<file path="src/hw/rtl/pcx_rle_decoder_unit_macros.svh">
// Assertion macros used by the PCX run-length decoder RTL
`ifndef PCX_RLE_DECODER_UNIT_MACROS_SVH
`define PCX_RLE_DECODER_UNIT_MACROS_SVH

// Same-cycle implication, sampled on i_clk, masked while in reset
`define PCX_ASSERT_NOW(label, ante, cons, msg) \
    label: assert property (@(posedge i_clk) disable iff (!i_rst_n) (ante) |-> (cons)) \
        else $error(msg);

// Next-cycle implication, sampled on i_clk, masked while in reset
`define PCX_ASSERT_NEXT(label, ante, cons, msg) \
    label: assert property (@(posedge i_clk) disable iff (!i_rst_n) (ante) |=> (cons)) \
        else $error(msg);

`endif

</file>
<file path="src/hw/rtl/pcx_pkg.sv">
// Shared types and constants for the PCX run-length decoder
package pcx_pkg;

    localparam int COL_W      = 13;
    localparam int CNT_W      = 6;
    localparam int PLANE_W    = 2;
    localparam int QUEUE_DEPTH = 4;

    localparam int DEF_MAX_LINE_BYTES = 4096;
    localparam int DEF_MAX_PLANES     = 4;

    localparam logic [COL_W-1:0] RESET_BYTES  = 13'd80;
    localparam logic [2:0]       RESET_PLANES = 3'd1;

    // register index codes (paddr[2])
    localparam logic REG_BYTES  = 1'b0;
    localparam logic REG_PLANES = 1'b1;

    // top two bits set marks a count byte
    localparam logic [1:0] COUNT_MARK = 2'b11;

    typedef struct packed {
        logic             is_eos;
        logic             trunc;
        logic [7:0]       value;
        logic [CNT_W-1:0] count;
    } t_cmd;

    typedef struct packed {
        logic valid;
        t_cmd cmd;
    } t_push;

endpackage

</file>
<file path="src/hw/rtl/pcx_front.sv">
// Front end: takes input words, tracks count bytes, queues run commands
module pcx_front (
    input  logic           i_clk,
    input  logic           i_rst_n,
    input  logic           i_valid,
    output logic           o_ready,
    input  logic [7:0]     i_code_byte,
    input  logic           i_end_of_stream,
    input  logic           i_full,
    output pcx_pkg::t_push o_push
);
    import pcx_pkg::*;

    logic             r_awaiting;
    logic [CNT_W-1:0] r_count;
    logic             n_awaiting;
    logic [CNT_W-1:0] n_count;
    logic             w_accept;

    assign o_ready  = !i_full;
    assign w_accept = i_valid && !i_full;

    always_comb begin
        n_awaiting         = r_awaiting;
        n_count            = r_count;
        o_push.valid       = 1'b0;
        o_push.cmd.is_eos  = 1'b0;
        o_push.cmd.trunc   = 1'b0;
        o_push.cmd.value   = i_code_byte;
        o_push.cmd.count   = CNT_W'(1);
        if (w_accept) begin
            priority if (i_end_of_stream) begin
                o_push.valid      = 1'b1;
                o_push.cmd.is_eos = 1'b1;
                o_push.cmd.trunc  = r_awaiting;
                o_push.cmd.value  = '0;
                n_awaiting        = 1'b0;
                n_count           = '0;
            end else if (r_awaiting) begin
                // zero count swallows the value byte
                o_push.valid     = (r_count != '0);
                o_push.cmd.count = r_count;
                n_awaiting       = 1'b0;
            end else if (i_code_byte[7:6] == COUNT_MARK) begin
                n_awaiting = 1'b1;
                n_count    = i_code_byte[CNT_W-1:0];
            end else begin
                o_push.valid = 1'b1;
            end
        end
    end

    always_ff @(posedge i_clk) begin
        if (!i_rst_n) begin
            r_awaiting <= 1'b0;
            r_count    <= '0;
        end else begin
            r_awaiting <= n_awaiting;
            r_count    <= n_count;
        end
    end

endmodule

</file>
<file path="src/hw/rtl/pcx_queue.sv">
// Short command queue between front and back
module pcx_queue (
    input  logic           i_clk,
    input  logic           i_rst_n,
    input  pcx_pkg::t_push i_push,
    output logic           o_full,
    output logic           o_valid,
    output pcx_pkg::t_cmd  o_cmd,
    input  logic           i_pop
);
    import pcx_pkg::*;

    localparam int PTR_W = $clog2(QUEUE_DEPTH);

    t_cmd             r_mem [QUEUE_DEPTH];
    logic [PTR_W-1:0] r_wr_ptr;
    logic [PTR_W-1:0] r_rd_ptr;
    logic [PTR_W:0]   r_fill;
    logic             w_wr;
    logic             w_rd;

    assign o_full  = (r_fill == (PTR_W+1)'(QUEUE_DEPTH));
    assign o_valid = (r_fill != '0);
    assign o_cmd   = r_mem[r_rd_ptr];
    assign w_wr    = i_push.valid && !o_full;
    assign w_rd    = i_pop && o_valid;

    always_ff @(posedge i_clk) begin
        if (w_wr) begin
            r_mem[r_wr_ptr] <= i_push.cmd;
        end
    end

    always_ff @(posedge i_clk) begin
        if (!i_rst_n) begin
            r_wr_ptr <= '0;
            r_rd_ptr <= '0;
            r_fill   <= '0;
        end else begin
            if (w_wr) begin
                r_wr_ptr <= r_wr_ptr + PTR_W'(1);
            end
            if (w_rd) begin
                r_rd_ptr <= r_rd_ptr + PTR_W'(1);
            end
            unique case ({w_wr, w_rd})
                2'b10:   r_fill <= r_fill + (PTR_W+1)'(1);
                2'b01:   r_fill <= r_fill - (PTR_W+1)'(1);
                default: r_fill <= r_fill;
            endcase
        end
    end

endmodule

</file>
<file path="src/hw/rtl/pcx_back.sv">
// Back end: expands queued runs into output words with plane and column
`include "pcx_rle_decoder_unit_macros.svh"

module pcx_back #(
    parameter int MAX_LINE_BYTES = pcx_pkg::DEF_MAX_LINE_BYTES,
    parameter int MAX_PLANES     = pcx_pkg::DEF_MAX_PLANES
) (
    input  logic                       i_clk,
    input  logic                       i_rst_n,
    input  logic [pcx_pkg::COL_W-1:0]  i_bytes_per_line,
    input  logic [2:0]                 i_planes_per_line,
    input  logic                       i_q_valid,
    input  pcx_pkg::t_cmd              i_q_cmd,
    output logic                       o_pop,
    output logic                       o_valid,
    input  logic                       i_ready,
    output logic [7:0]                 o_pixel_byte,
    output logic                       o_data_valid,
    output logic [1:0]                 o_plane_index,
    output logic [11:0]                o_column,
    output logic                       o_line_done,
    output logic                       o_run_last,
    output logic                       o_truncated
);
    import pcx_pkg::*;

    localparam int CapBytesI = (MAX_LINE_BYTES > 8191) ? 8191 : MAX_LINE_BYTES;
    localparam logic [COL_W-1:0] CapBytes  = COL_W'(CapBytesI);
    localparam logic [2:0]       CapPlanes = 3'(MAX_PLANES);

    // current command
    logic               r_busy;
    logic               r_eos;
    logic               r_trunc;
    logic [7:0]         r_value;
    logic [CNT_W-1:0]   r_left;
    // position
    logic [COL_W-1:0]   r_col;
    logic [PLANE_W-1:0] r_plane;
    // output register
    logic               r_out_valid;
    logic [7:0]         r_out_pixel;
    logic               r_out_data;
    logic [PLANE_W-1:0] r_out_plane;
    logic [11:0]        r_out_col;
    logic               r_out_done;
    logic               r_out_last;
    logic               r_out_trunc;

    logic [COL_W-1:0]   w_bpl;
    logic [2:0]         w_ppl;
    logic               w_load;
    logic               w_plane_end;
    logic               w_line_end;
    logic               w_last;

    always_comb begin
        if (i_bytes_per_line == '0) begin
            w_bpl = COL_W'(1);
        end else if (i_bytes_per_line > CapBytes) begin
            w_bpl = CapBytes;
        end else begin
            w_bpl = i_bytes_per_line;
        end
        if (i_planes_per_line == '0) begin
            w_ppl = 3'd1;
        end else if (i_planes_per_line > CapPlanes) begin
            w_ppl = CapPlanes;
        end else begin
            w_ppl = i_planes_per_line;
        end
    end

    assign w_load      = r_busy && (!r_out_valid || i_ready);
    assign w_plane_end = ({1'b0, r_col} + (COL_W+1)'(1)) >= {1'b0, w_bpl};
    assign w_line_end  = ({1'b0, r_plane} + 3'd1) >= w_ppl;
    assign w_last      = r_eos || w_plane_end || (r_left == CNT_W'(1));
    assign o_pop       = i_q_valid && (!r_busy || (w_load && w_last));

    always_ff @(posedge i_clk) begin
        if (w_load) begin
            if (r_eos) begin
                r_out_pixel <= '0;
                r_out_data  <= 1'b0;
                r_out_plane <= '0;
                r_out_col   <= '0;
                r_out_done  <= 1'b0;
                r_out_last  <= 1'b1;
                r_out_trunc <= r_trunc;
            end else begin
                r_out_pixel <= r_value;
                r_out_data  <= 1'b1;
                r_out_plane <= r_plane;
                r_out_col   <= r_col[11:0];
                r_out_done  <= w_plane_end && w_line_end;
                r_out_last  <= w_last;
                r_out_trunc <= 1'b0;
            end
        end
        if (o_pop) begin
            r_eos   <= i_q_cmd.is_eos;
            r_trunc <= i_q_cmd.trunc;
            r_value <= i_q_cmd.value;
            r_left  <= i_q_cmd.count;
        end else if (w_load) begin
            r_left <= r_left - CNT_W'(1);
        end
    end

    always_ff @(posedge i_clk) begin
        if (!i_rst_n) begin
            r_busy      <= 1'b0;
            r_col       <= '0;
            r_plane     <= '0;
            r_out_valid <= 1'b0;
        end else begin
            if (o_pop) begin
                r_busy <= 1'b1;
            end else if (w_load && w_last) begin
                r_busy <= 1'b0;
            end
            if (w_load) begin
                r_out_valid <= 1'b1;
            end else if (i_ready) begin
                r_out_valid <= 1'b0;
            end
            if (w_load) begin
                if (r_eos) begin
                    r_col   <= '0;
                    r_plane <= '0;
                end else if (w_plane_end) begin
                    r_col   <= '0;
                    r_plane <= w_line_end ? '0 : r_plane + PLANE_W'(1);
                end else begin
                    r_col <= r_col + COL_W'(1);
                end
            end
        end
    end

    assign o_valid       = r_out_valid;
    assign o_pixel_byte  = r_out_pixel;
    assign o_data_valid  = r_out_data;
    assign o_plane_index = r_out_plane;
    assign o_column      = r_out_col;
    assign o_line_done   = r_out_done;
    assign o_run_last    = r_out_last;
    assign o_truncated   = r_out_trunc;

    `PCX_ASSERT_NOW(a_pop_needs_cmd, o_pop, i_q_valid, "pop from empty queue")
    `PCX_ASSERT_NOW(a_run_has_bytes, r_busy && !r_eos, r_left != '0, "run active with no bytes")
    `PCX_ASSERT_NEXT(a_eos_clears_pos, w_load && r_eos, r_col == '0 && r_plane == '0, "end word left position")
    `PCX_ASSERT_NOW(a_done_is_last, r_out_valid && r_out_done, r_out_last && r_out_data, "line end not last")

endmodule

</file>
<file path="src/hw/rtl/pcx_rle_decoder_unit.sv">
// PCX run-length decoder top level: config registers, front, queue, back
//
//  channel   dir  handshake                 payload
//  s_axis    in   i_s_axis_tvalid/tready    tdata code_byte, tuser end_of_stream
//  m_axis    out  o_m_axis_tvalid/tready    tdata pixel/plane/column, tuser flags, tlast
//  apb       in   psel/penable/pwrite       bytes_per_line @0x0, planes_per_line @0x4
//
// One input word per cycle into a 4-deep command queue; count bytes make no output.
// The back end emits one decoded word per cycle while the output is ready and takes
// the next command with a run's last byte; input stalls only once the queue fills.
// An input word reaches the output via the queue entry, command and output registers.
// Synchronous active-low reset clears decode state; registers return to 80 and 1.
module pcx_rle_decoder_unit #(
    parameter int MAX_LINE_BYTES = pcx_pkg::DEF_MAX_LINE_BYTES,
    parameter int MAX_PLANES     = pcx_pkg::DEF_MAX_PLANES
) (
    input  logic        i_clk,
    input  logic        i_rst_n,
    input  logic        i_s_axis_tvalid,
    output logic        o_s_axis_tready,
    input  logic [7:0]  i_s_axis_tdata,   // [7:0] code_byte
    input  logic        i_s_axis_tuser,   // [0] end_of_stream
    output logic        o_m_axis_tvalid,
    input  logic        i_m_axis_tready,
    output logic [23:0] o_m_axis_tdata,   // [7:0] pixel_byte, [9:8] plane_index,
                                          // [21:10] column, [23:22] zero
    output logic [2:0]  o_m_axis_tuser,   // [0] data_valid, [1] line_done, [2] truncated
    output logic        o_m_axis_tlast,   // run_last
    input  logic        psel,
    input  logic        penable,
    input  logic        pwrite,
    input  logic [2:0]  paddr,
    input  logic [31:0] pwdata,
    output logic [31:0] prdata,
    output logic        pready
);
    import pcx_pkg::*;

    logic [COL_W-1:0] r_bytes_per_line;
    logic [2:0]       r_planes_per_line;
    t_push            w_push;
    logic             w_full;
    logic             w_q_valid;
    t_cmd             w_q_cmd;
    logic             w_pop;
    logic [7:0]       w_pixel;
    logic             w_data_valid;
    logic [1:0]       w_plane;
    logic [11:0]      w_column;
    logic             w_line_done;
    logic             w_truncated;

    assign pready = 1'b1;

    always_ff @(posedge i_clk) begin
        if (!i_rst_n) begin
            r_bytes_per_line  <= RESET_BYTES;
            r_planes_per_line <= RESET_PLANES;
        end else if (psel && penable && pwrite) begin
            unique case (paddr[2])
                REG_BYTES:  r_bytes_per_line  <= pwdata[COL_W-1:0];
                REG_PLANES: r_planes_per_line <= pwdata[2:0];
                default:    r_bytes_per_line  <= r_bytes_per_line;
            endcase
        end
    end

    always_comb begin
        unique case (paddr[2])
            REG_BYTES:  prdata = {{(32-COL_W){1'b0}}, r_bytes_per_line};
            REG_PLANES: prdata = {29'b0, r_planes_per_line};
            default:    prdata = '0;
        endcase
    end

    pcx_front u_front (
        .i_clk           (i_clk),
        .i_rst_n         (i_rst_n),
        .i_valid         (i_s_axis_tvalid),
        .o_ready         (o_s_axis_tready),
        .i_code_byte     (i_s_axis_tdata),
        .i_end_of_stream (i_s_axis_tuser),
        .i_full          (w_full),
        .o_push          (w_push)
    );

    pcx_queue u_queue (
        .i_clk   (i_clk),
        .i_rst_n (i_rst_n),
        .i_push  (w_push),
        .o_full  (w_full),
        .o_valid (w_q_valid),
        .o_cmd   (w_q_cmd),
        .i_pop   (w_pop)
    );

    pcx_back #(
        .MAX_LINE_BYTES (MAX_LINE_BYTES),
        .MAX_PLANES     (MAX_PLANES)
    ) u_back (
        .i_clk             (i_clk),
        .i_rst_n           (i_rst_n),
        .i_bytes_per_line  (r_bytes_per_line),
        .i_planes_per_line (r_planes_per_line),
        .i_q_valid         (w_q_valid),
        .i_q_cmd           (w_q_cmd),
        .o_pop             (w_pop),
        .o_valid           (o_m_axis_tvalid),
        .i_ready           (i_m_axis_tready),
        .o_pixel_byte      (w_pixel),
        .o_data_valid      (w_data_valid),
        .o_plane_index     (w_plane),
        .o_column          (w_column),
        .o_line_done       (w_line_done),
        .o_run_last        (o_m_axis_tlast),
        .o_truncated       (w_truncated)
    );

    assign o_m_axis_tdata = {2'b00, w_column, w_plane, w_pixel};
    assign o_m_axis_tuser = {w_truncated, w_line_done, w_data_valid};

endmodule
</file>
<file path="config.mk">
export PLATFORM = sky130hd
export DESIGN_NAME = pcx_rle_decoder_unit
export DESIGN_NICKNAME = d
export VERILOG_FILES = /design/src/hw/rtl/pcx_pkg.sv /design/src/hw/rtl/pcx_front.sv /design/src/hw/rtl/pcx_queue.sv /design/src/hw/rtl/pcx_back.sv /design/src/hw/rtl/pcx_rle_decoder_unit.sv
export VERILOG_INCLUDE_DIRS = /design/src /design/src/hw/rtl
export SDC_FILE = /design/constraint.sdc
export NUM_CORES = 1
export LEC_CHECK = 0
export BUFFER_PORTS_ARGS = -buffer_cell sky130_fd_sc_hd__buf_2
export CELL_PAD_IN_SITES_DETAIL_PLACEMENT = 0
export CELL_PAD_IN_SITES_GLOBAL_PLACEMENT = 1
export CORE_MARGIN = 2
export CORE_UTILIZATION = 51
export CTS_BUF_LIST = sky130_fd_sc_hd__clkbuf_8
export DETAILED_ROUTE_END_ITERATION = 10
export GPL_TIMING_DRIVEN = 0
export PLACE_DENSITY_LB_ADDON = 0.12
export SLEW_MARGIN = 0
export SYNTH_ARGS = -nofsm -noshare
export SYNTH_HDL_FRONTEND = slang
export SYNTH_SLANG_ARGS = --single-unit
</file>
<file path="constraint.sdc">
create_clock -name i_clk -period 7.8 [get_ports i_clk]
set_input_delay 0 -clock i_clk [delete_from_list [all_inputs] [get_ports i_clk]]
set_output_delay 0 -clock i_clk [all_outputs]
set_load 0.02 [all_outputs]
</file>
* Word level (Yosys, flattened, before mapping) *
Memory sizes are Yosys's and may differ from the RTL's. A register that Yosys moved wholly into a read port is not among the register bits.
Index checks and enable logic that the tools add are counted.
W data, S select, Z words.

storage, ports and cells
  bits in registers = 89
  bits in latches = 0
  RAM bits = 64
  ROM bits = 0
  input bits = 51
  output and inout bits = 63
  logic and storage cells = 108
  memories = 1

memory list
  memory         depth  bits a word  rd ports  clocked after Yosys merged registers in  write ports  RTL line         text
  u_queue.r_mem  4      16           1         1                                        1            pcx_queue.sv:15  t_cmd r_mem [QUEUE_DEPTH];

cells by class
  add/sub/neg operators = 9
  multipliers = 0
  divide/modulo/power cells = 0
  $lt $le $gt $ge = 4
  equal/unequal tests = 6
  shift-type cells = 0
  multiplexer cells = 35
  bitwise operators = 1
  reduce and logical (&&, ||, !) cells = 30

operator list
  kind                     count
  $pmux W32 S2             1
  $mux W13                 4
  $mux W6                  7
  $mux W17                 1
  $add A13 B1 Y14 const B  1
  $ge A14 B13 Y1           1
  $add A13 B1 Y13 const B  1
  $gt A13 B13 Y1 const B   1
  $logic_not A13 Y1        1
  $mux W1                  13
  $reduce_bool A2 Y1       6
  $mux W10                 1
  $mux W2                  5
  $logic_and A1 B1 Y1      9
  $add A2 B1 Y2 const B    3
  $eq A6 B1 Y1 const B     1
  $mux W3                  2
  $pmux W3 S2              1
  $reduce_and A2 Y1        3
  $reduce_bool A6 Y1       1
  $sub A6 B1 Y6 const B    1
  $eq A2 B2 Y1 const B     2
  $logic_or A1 B1 Y1       4
  $add A2 B1 Y3 const B    1
  12 further kinds         14

* Depth between registers and ports, before layout *
Gate-level depths: netlist of run 1.

  depth after elaboration = 12
  gate-level depth with buffers = 17
  depth with buffers taken out = 16

* Hierarchy *
From an unflattened synthesis of run 1, not the netlist that was laid out.

unflattened totals
  cells, all modules = 591
  area, all modules = 7375.8 µm²

modules (own cells, without submodules)
  module                times used  cells an instance  area each (µm²)  sequential area each (µm²)
  pcx_back              1           279                3029.2           1601.5
  pcx_queue             1           136                2844.0           2102.0
  pcx_rle_decoder_unit  1           110                962.2            320.3
  pcx_front             1           66                 540.5            140.1

* Worst setup path after synthesis of run 1 *
OpenSTA, ideal clock, no wires.

  path kind = reg-to-reg
  start point = register u_back.r_col[0]
  end point = register u_queue.r_fill[2]
  setup time = 70 ps
  data arrival time = 3509 ps
  required time = 7730 ps
  setup slack = 4221 ps
  stages on the path, launching flop included = 17
  buffers on the path = 0
  clock period less this slack = 3579 ps
  cell sequence = dfxtp_1 ha_1 and2_1 nand3_1 xnor2_1 ha_1 nand3_1 nor3_1 o221a_2 o311ai_4 nand2_4 ha_1 inv_1 fa_1 xor2_1 or3_1 a21oi_1

on the way
  cells in the longest elaborated chain, start to end = 10
  elaborated cells on any way between the ends = 12
  those cells by class = add/sub: 1; order compare: 1; eq/ne: 2; mux: 1; reduce/logical: 7

RTL lines
  what                                               RTL line         text
  start: declaration                                 pcx_back.sv:38   logic [COL_W-1:0] r_col;
  start signal: assignment                           pcx_back.sv:135  r_col <= r_col + COL_W'(1);
  $add A13 B1 Y14 (*)                                pcx_back.sv:75   assign w_plane_end = ({1'b0, r_col} + (COL_W+1)'(1)) >= {1'b0, w_bpl};
  $ge A14 B13 Y1 (*)                                 pcx_back.sv:75
  $logic_or A1 B1 Y1 (*) (2 in series)               pcx_back.sv:77   assign w_last = r_eos || w_plane_end || (r_left == CNT_W'(1));
  $logic_and A1 B1 Y1 (*)                            pcx_back.sv:78   assign o_pop = i_q_valid && (!r_busy || (w_load && w_last));
  $logic_or A1 B1 Y1 (*)                             pcx_back.sv:78
  $logic_and A1 B1 Y1 (*)                            pcx_back.sv:78
  $logic_and A1 B1 Y1 (*)                            pcx_queue.sv:26  assign w_rd = i_pop && o_valid;
  via u_queue.w_rd                                   pcx_queue.sv:20  logic w_rd;
  $eq A2 B1 Y1 or $eq A2 B2 Y1 (tied branches)       pcx_queue.sv:46  unique case ({w_wr, w_rd})
  $pmux W3 S2 or $reduce_bool A2 Y1 (tied branches)  --
  end signal: assignment                             pcx_queue.sv:47  2'b10: r_fill <= r_fill + (PTR_W+1)'(1);
  end signal: assignment                             pcx_queue.sv:48  2'b01: r_fill <= r_fill - (PTR_W+1)'(1);
  end signal: assignment                             pcx_queue.sv:49  default: r_fill <= r_fill;
  end: declaration                                   pcx_queue.sv:18  logic [PTR_W:0] r_fill;

Mark *: on every way through the listed nets, which the timed path passes. The rest lies on a longest branch.
A chain may end at the register's enable or synchronous reset.

* Final worst setup path of run 1 *
Same ends and word-level chain as after synthesis.

==> impl_metrics.csv, run 1 <==
group,metric,value,unit
routing,wl,14.1,mm
placement,globalplace.congestion,0.796,
die,ioPinCount,114,
clock_tree,cts_resized,0,
sta,slew_violations,0,
final_layout,final_cells,909,
final_layout,fill_cells,1164,
clock_tree,cts_max_level,4,
critical_path,cp.arrival,4.55,ns
clock_tree,cts_tree,"done",
critical_path,cp_common_cell,"ha_1",
final_layout,syn_to_final_growth,17.9,%
synthesis,yosys.cell_types.count,56,
placement,hpwl,9.95,mm
clock_tree,clockRootBuffer,"clkbuf_8",
routing,drc_errors,0,
global_route,grtUsageTotal,20.2,%
clock_tree,numCtsBuffers,17,
die,core_area,0.0138,sq mm
sta,finalHoldViolations,0,
sta,period_share,53.7,%
sta,slew_headroom,26.4,%
placement,placed_cells,849,
global_route,grt_pass1_wl,22.6,mm
synthesis,syn_inst,580,
critical_path,path_max_fanout,8,
synthesis,synth-edff-count,106,
synthesis,syn_area,0.00712,sq mm
global_route,grt_pass1_vias,4498,
critical_path,slowest_delay,0.55,ns
sta,fmax,239,MHz
critical_path,cp-start-kind,"flop",
power_and_ir_drop,peakVddDrop,0.191,mV
sta,rsz0062_at_grt,"false",
synthesis,synthFlopType,"edfxtp_1",
synthesis,synth_top_area_share,44.7,%
routing,vias_per_cell,5.11,
die,dieArea,0.0149,sq mm
clock_tree,holdBufCountCts,28,
final_layout,drive_gt1_share,21.5,%
synthesis,synth_seq_cells,155,
final_layout,nets,793,
die,die_w,122,um
die,die_h,122,um
critical_path,path_cells,"ha_1 > and2_1 > nand3_1 > xnor2_1 > ha_1 > nand3_1 > nor3_1 > o221a_2 > o311ai_4 > nand2_4 > ha_1 > inv_1 > fa_1 > xor2_1 > or3_1 > a21oi_1",
routing,drtPass1Iterations,5,
routing,detail-route-antenna-nets,0,
synthesis,yosysWarnings,0,
clock_tree,post_cts_buffers,0,
die,start_util,51.7,%
power_and_ir_drop,p_per_area,282,mW/mm^2
clock_tree,cts_max_path_buffers,2,
job,drv_cap,0,
sta,fin_tns_setup,0,ns
critical_path,worstSetupPathType,"reg -> reg",
clock_tree,clk_pin_slew,0.08,ns
placement,port-buffer-count,69,
routing,drt-initial-drc-count,243,
power_and_ir_drop,power.leakage,3.27,nW
clock_tree,clk_latency,0.45,ns
critical_path,cp_num_buf_inv,1,
synthesis,synth-async-reset-ratio,0,%
sta,finClkSkew,0.0126,ns
synthesis,synthTopCellsByArea,"edfxtp_1 (45%), dfxtp_1 (14%), mux4_2 (5.1%)",
sta,setup_viol,0,
global_route,antenna_found_initial,0,
global_route,grt_max_degree,35,
critical_path,crit_family,"simple AND/OR/NAND/NOR gates",
synthesis,synth.avg_cell_area,12.3,sq um
synthesis,synth_seq_area_share,58.5,%
synthesis,synth_top_cell_by_area,"edfxtp_1",
outcome,outcome,"finished clean",
routing,wl_per_cell,15.5,um
clock_tree,cts.sinks,155,
hold_path,hp-class,"in -> reg",
critical_path,end_kind,"flop",
die,rows,43,
sta,finalCriticalPeriod,4.18,ns
final_layout,diodes,0,
critical_path,cpMaxStageDelayCell,"dfxtp_1",
sta,worstMarginPinSlew,1.10,ns
global_route,globalRoute.totalOverflow,0,
routing,num_vias,4642,
critical_path,required,8.17,ns
-- worst register-to-register path, stage by stage, from the launching register on --
cell	delay, ns
dfxtp_1	0.55
ha_1	0.33
and2_1	0.28
nand3_1	0.13
xnor2_1	0.17
ha_1	0.29
nand3_1	0.09
nor3_1	0.30
o221a_2	0.32
o311ai_4	0.15
nand2_4	0.17
ha_1	0.21
inv_1	0.07
fa_1	0.40
xor2_1	0.17
or3_1	0.31
a21oi_1	0.16
-- power by group --
part           total [mW]  leakage, nW  internal, mW  switching [mW]
sequential           1.14         1.40          1.09          0.0568
clock               0.535        0.189         0.227           0.308
combinational       0.684         1.68         0.266           0.418
total                2.36         3.27          1.58           0.783
-- routing by layer --
| layer | track usage, % | up-vias | wire length, um |
|---|---|---|---|
| li1 | - | 2306 | - |
| met1 | 28.6 | 2208 | 6760 |
| met2 | 30.9 | 111 | 6540 |
| met3 | 4.45 | 17 | 559 |
| met4 | 7.40 | 0 | 210 |
| met5 | 0 | - | 0 |
-- registers in the layout, summed over array words and instances, names as in the netlist, named ones only --
name / count
u_queue.r_fill: 3
u_back.o_column: 12
u_back.o_data_valid: 1
u_back.r_value: 8
u_back.o_valid: 1
u_back.r_trunc: 1
r_bytes_per_line: 13
u_back.o_run_last: 1
u_queue.r_rd_ptr: 2
u_front.r_awaiting: 1
u_back.o_truncated: 1
u_back.o_plane_index: 2
u_back.r_col: 13
u_back.r_busy: 1
u_queue.r_mem: 64
r_planes_per_line: 3
u_back.r_eos: 1
u_back.o_line_done: 1
u_front.r_count: 6
u_back.r_plane: 2
u_back.o_pixel_byte: 8
u_queue.r_wr_ptr: 2
u_back.r_left: 6
-- cells in the final DEF, fill, tap and decap left out, types with 3 or more instances in the layout --
| cell | count |
|---|---|
| xnor2_1 | 11 |
| o21ai_0 | 8 |
| a22oi_1 | 6 |
| mux2_1 | 5 |
| mux4_2 | 16 |
| buf_2 | 73 |
| dfxtp_1 | 49 |
| dlygate4sd3_1 | 28 |
| inv_6 | 4 |
| and2_1 | 23 |
| nand4_1 | 3 |
| nor2_1 | 21 |
| or3_1 | 4 |
| and3_1 | 4 |
| nand3_1 | 23 |
| nor4_1 | 3 |
| a21boi_1 | 7 |
| clkinv_2 | 3 |
| nor3_1 | 8 |
| mux2_2 | 3 |
| clkbuf_8 | 17 |
| a21o_1 | 3 |
| edfxtp_1 | 106 |
| ha_1 | 25 |
| nand2b_1 | 5 |
| xor2_1 | 7 |
| a31oi_1 | 4 |
| a21boi_0 | 4 |
| buf_4 | 26 |
| clkbuf_1 | 18 |
| inv_1 | 19 |
| conb_1 | 22 |
| o21ai_1 | 5 |
| or4_1 | 3 |
| nor2b_1 | 38 |
| inv_8 | 3 |
| a21oi_1 | 20 |
| nand2_1 | 69 |
| mux2i_1 | 6 |
-- synthesized netlist by cell type (all sizes together) (2+ instances only) --
cell	instances
and3	4
conb	2
nand3	23
inv	17
mux2	8
or4	3
o21ai	13
ha	25
nor3b	2
dfxtp	49
nor3	9
mux4	16
xor2	7
and2	23
a21oi	20
nor2b	38
nor4	4
nor2	21
xnor2	11
or3	4
nand2	70
buf	30
o21a	2
a21boi	11
a21o	3
mux2i	6
nand4	4
a22oi	6
nand2b	5
clkbuf	18
a31oi	4
edfxtp	106
-- cell type report --
| class | instances | area [sq um] | share of cell area (%) |
|---|---|---|---|
| inverters | 18 | 67.6 | 0.805 |
| plain buffers | 48 | 283 | 3.37 |
| flip-flops and latches | 155 | 4160 | 49.6 |
| well taps | 180 | 225 | 2.68 |
| clock inverters | 15 | 116 | 1.39 |
| clock buffers | 17 | 234 | 2.79 |
| multi-input cells | 379 | 2680 | 31.9 |
| repair buffers | 97 | 626 | 7.45 |
-- metrics by stage --
step / worst slack [ns] / total power, mW / util [%] / area (sq um) / hold WS (ns)
after floorplan: 4.22 / 1.66 / - / 7190 / 0.124
after global placement: 3.74 / 1.83 / 56.4 / 7760 / 0.209
after detailed placement: 3.68 / 1.85 / 56.4 / 7760 / 0.219
after CTS: 3.64 / 2.39 / 60.9 / 8390 / 0.0445
after global routing: 3.35 / 2.51 / 60.9 / 8390 / 0.0459
final: 3.62 / 2.36 / 60.9 / 8390 / 0.0709
-- cell families after synthesis --
logic type	after synthesis	synth area share, %
muxes	30	7.17
adders and majority gates	26	4.68
DFF	155	58.5
and+or+nand+nor	215	15.9
xor gates and xnor gates	18	2.21
buffers and inverters	66	4.92
AOI/OAI and AO/OA	68	6.54
other	2	0.106
-- worst paths after layout --
path | start | depth (start not counted) | to | slack [ns]
max | u_back.r_col[0] | 16 | u_queue.r_fill[2] | 3.62
min reg2reg | u_back.r_col[11] | 2 | u_back.r_col[11] | 0.48
min | i_s_axis_tuser | 2 | u_queue.r_mem[3][14] | 0.07
max reg2reg | u_back.r_col[0] | 16 | u_queue.r_fill[2] | 3.62
Power figures use the tool's default switching activity.
==> run 2, diff against run 1 <==
- ABC_AREA: default -> 1
- CORE_UTILIZATION: 51 -> 41
- clock period: 7.8 -> 3.7 ns (I/O delays scaled with it)
==> run 2 against run 1 <==
Cell count is 21% higher; register-to-register slack worse by 3.5 ns; synthesized cell count is 24% higher; design area is 3.6% higher; global-route usage is 2.3 points lower; critical path depth is 11 higher; maximum frequency is 17% higher; non-clock buffer count is 15 higher; combinational power grew to 2.8 times the previous value; power is 140% higher; wire length is 12% higher; largest power group unchanged.
==> impl_metrics.csv, run 2 <==
group,metric,value,unit
final_layout,syn_to_final_growth,23.3,%
power_and_ir_drop,power.leakage,3.55,nW
sta,finClkSkew,0.00946,ns
routing,wl_per_cell,14.2,um
die,dieArea,0.0183,sq mm
sta,fmax,279,MHz
routing,wl,15.7,mm
synthesis,synth_commonest_cells,"edfxtp_1 (106), nand2_1 (97), nor2_1 (96)",
placement,placed_cells,1031,
die,die_h,135,um
die,rows,47,
final_layout,diodes,0,
global_route,globalRoute.totalOverflow,0,
routing,num_vias,5227,
final_layout,final_cell_mix,"edfxtp_1 (106), nand2_1 (93), inv_1 (88), nor2_1 (88), buf_2 (69)",
synthesis,synthTopCellsByArea,"edfxtp_1 (45%), dfxtp_1 (14%), nand2_1 (5.2%)",
sta,fin_tns_setup,0,ns
sta,finalHoldViolations,0,
sta,rsz0062_at_grt,"true",
final_layout,drive_gt1_share,22.4,%
critical_path,worstSetupPathType,"reg -> reg",
clock_tree,cts.sinks,155,
power_and_ir_drop,power,5.59,mW
clock_tree,cts_max_path_buffers,2,
global_route,grtUsageTotal,17.9,%
hold_path,hp-class,"in -> reg",
critical_path,path_max_fanout,8,
critical_path,cp.arrival,3.94,ns
job,drv_cap,0,
routing,top_layer_used,"met4",
routing,met3WireLength,814,um
placement,port-buffer-count,69,
clock_tree,clk_pin_slew,0.09,ns
outcome,outcome,"finished clean",
global_route,grt_pass1_wl,25.0,mm
clock_tree,cts_max_level,4,
final_layout,largest_register,"u_queue.r_mem",
clock_tree,numCtsBuffers,17,
power_and_ir_drop,p_per_area,642,mW/mm^2
critical_path,crit_path_end,"u_queue.r_fill[2]",
synthesis,synth_top_cell_by_area,"edfxtp_1",
critical_path,startpoint,"u_back.r_col[0]",
placement,hpwl,11.2,mm
synthesis,yosys.cell_types.count,40,
synthesis,synth_top_area_share,45.1,%
sta,slew_violations,0,
die,core_area,0.0167,sq mm
sta,finalCriticalPeriod,3.59,ns
critical_path,reg2reg_depth,27,
placement,globalplace.congestion,0.788,
synthesis,synthFlopType,"edfxtp_1",
critical_path,cp-start-kind,"flop",
synthesis,synth-edff-count,106,
synthesis,syn_inst,718,
routing,wl_met1,7.45,mm
clock_tree,cts_tree,"done",
sta,setup_viol,0,
synthesis,synth_seq_area_share,59.0,%
final_layout,final_cells,1104,
sta,period_share,97.0,%
routing,drt-initial-drc-count,327,
routing,drc_errors,0,
final_layout,design_area,0.00870,sq mm
final_layout,post-route-util,52.1,%
critical_path,r2r_slack,0.11,ns
critical_path,r2r-start,"u_back.r_col[0]",
routing,met2_length,7.15,mm
synthesis,syn_area,0.00705,sq mm
synthesis,yosysWarnings,0,
final_layout,layout_commonest_cell,"edfxtp_1",
final_layout,nets,948,
die,die_w,135,um
critical_path,reg2reg_to,"u_queue.r_fill[2]",
synthesis,yosysMostFrequentCell,"edfxtp_1",
global_route,antenna_found_initial,0,
global_route,grt_max_degree,30,
synthesis,synth.avg_cell_area,9.82,sq um
placement,placed_area,0.00782,sq mm
sta,slew_headroom,29.2,%
routing,vias_per_cell,4.73,
synthesis,synth-async-reset-ratio,0,%
final_layout,largest_reg_flops,64,
clock_tree,clockRootBuffer,"clkbuf_8",
critical_path,end_kind,"flop",
clock_tree,clk_latency,0.45,ns
global_route,grt_pass1_vias,4972,
routing,detail-route-antenna-nets,0,
power_and_ir_drop,peakVddDrop,0.390,mV
final_layout,reg_top3,"u_queue.r_mem: 64 flops, r_bytes_per_line: 13 flops, u_back.r_col: 13 flops",
synthesis,synth_seq_cells,155,
die,start_util,42.2,%
critical_path,required,4.05,ns
sta,worstMarginPinSlew,1.06,ns
die,ioPinCount,114,
routing,drtPass1Iterations,5,
## run 2: cell count changes after synthesis, moves of 16 or more
cell     previous run  this run
a21oi_1            20        44
nor2b_1            38         0
and2_1             23         1
nand2_1            69        97
o22ai_1             0        21
mux4_2             16         0
o21ai_0             8        57
nor2_1             21        96
inv_1              17        90
## run 2: how the worst min path moves through the flow
stage / depth (start not counted) / slack [ns] / endpoint / start
finish: 3 / 0.04 / u_queue.r_mem[1][13] / i_s_axis_tdata[7]
global route: 3 / 0.05 / u_queue.r_mem[1][13] / i_s_axis_tdata[7]
CTS: 4 / 0.01 / r_planes_per_line[0] / penable
detailed placement: 3 / 0.23 / r_bytes_per_line[6] / pwdata[6]
global placement: 3 / 0.22 / r_bytes_per_line[6] / pwdata[6]
floorplan: 2 / 0.13 / r_bytes_per_line[4] / pwdata[4]
## run 2: logic make-up after synthesis
group	synth area share (%)
AND/OR/NAND/NOR	14.5
flip-flops	59.0
buffers and inverters	9.39
AO/OA/AOI/OAI	10.6
adder cells (fa/ha/maj)	4.72
XOR/XNOR	1.61
other	0.106
## run 2: per-layer routing
metal	GRT usage, %	vias to the layer above
li1	-	2662
met1	25.1	2399
met2	28.1	144
met3	3.22	22
met4	6.66	0
met5	0	-
## run 2: critical path, stage by stage, from the launching register on
cell and delay (ns):
dfxtp_4 0.38, buf_6 0.11, inv_6 0.03, nor3_4 0.17, nand3_2 0.13, nor2_4 0.14
nand4_1 0.14, xor2_2 0.22, ha_1 0.31, nand2_2 0.11, inv_2 0.05, nand2_2 0.06
nand3_2 0.07, nand2_1 0.07, nand2_1 0.06, nor2_2 0.15, nand4_2 0.14, nand2_2 0.11
nand2_4 0.10, nand2_8 0.09, inv_8 0.05, ha_4 0.15, inv_2 0.06, fa_2 0.21
o21ai_2 0.06, a21o_1 0.16, o21ai_1 0.13, a21oi_1 0.05
## run 2: cell type report
cell class	instances	area (sq um)
Buffer	46	274
Clock buffer	17	234
Clock inverter	15	139
Fill cell	1557	8000
Inverter	102	395
Multi-Input combinational cell	435	2420
Sequential cell	155	4170
Tap cell	220	275
Timing Repair Buffer	114	785
## run 2: report_power, final
part / internal (mW) / switching, mW / leakage (nW) / total, mW
Sequential: 2.33 / 0.135 / 1.40 / 2.46
Combinational: 0.659 / 1.26 / 1.97 / 1.92
Clock: 0.540 / 0.666 / 0.177 / 1.21
## run 2: what timing repair did
action                                  in CTS  in global routing
hold buffers                                27                  0
gates cloned                                 0                  0
buffers inserted                             7                  7
endpoints found under the setup margin       2                  2
hold endpoints to repair                    54                  0
pin swaps                                   10                 20
gates resized for setup                     20                 18
## run 2: per-stage QoR
stage	hold slack, ns	worst slack (ns)
4_1_cts	0.0147	0.0393
3_5_place_dp	0.227	-0.293
5_1_grt	0.0505	-0.184
2_1_floorplan	0.126	0.249
3_3_place_gp	0.223	-0.241
6_report	0.0447	0.110
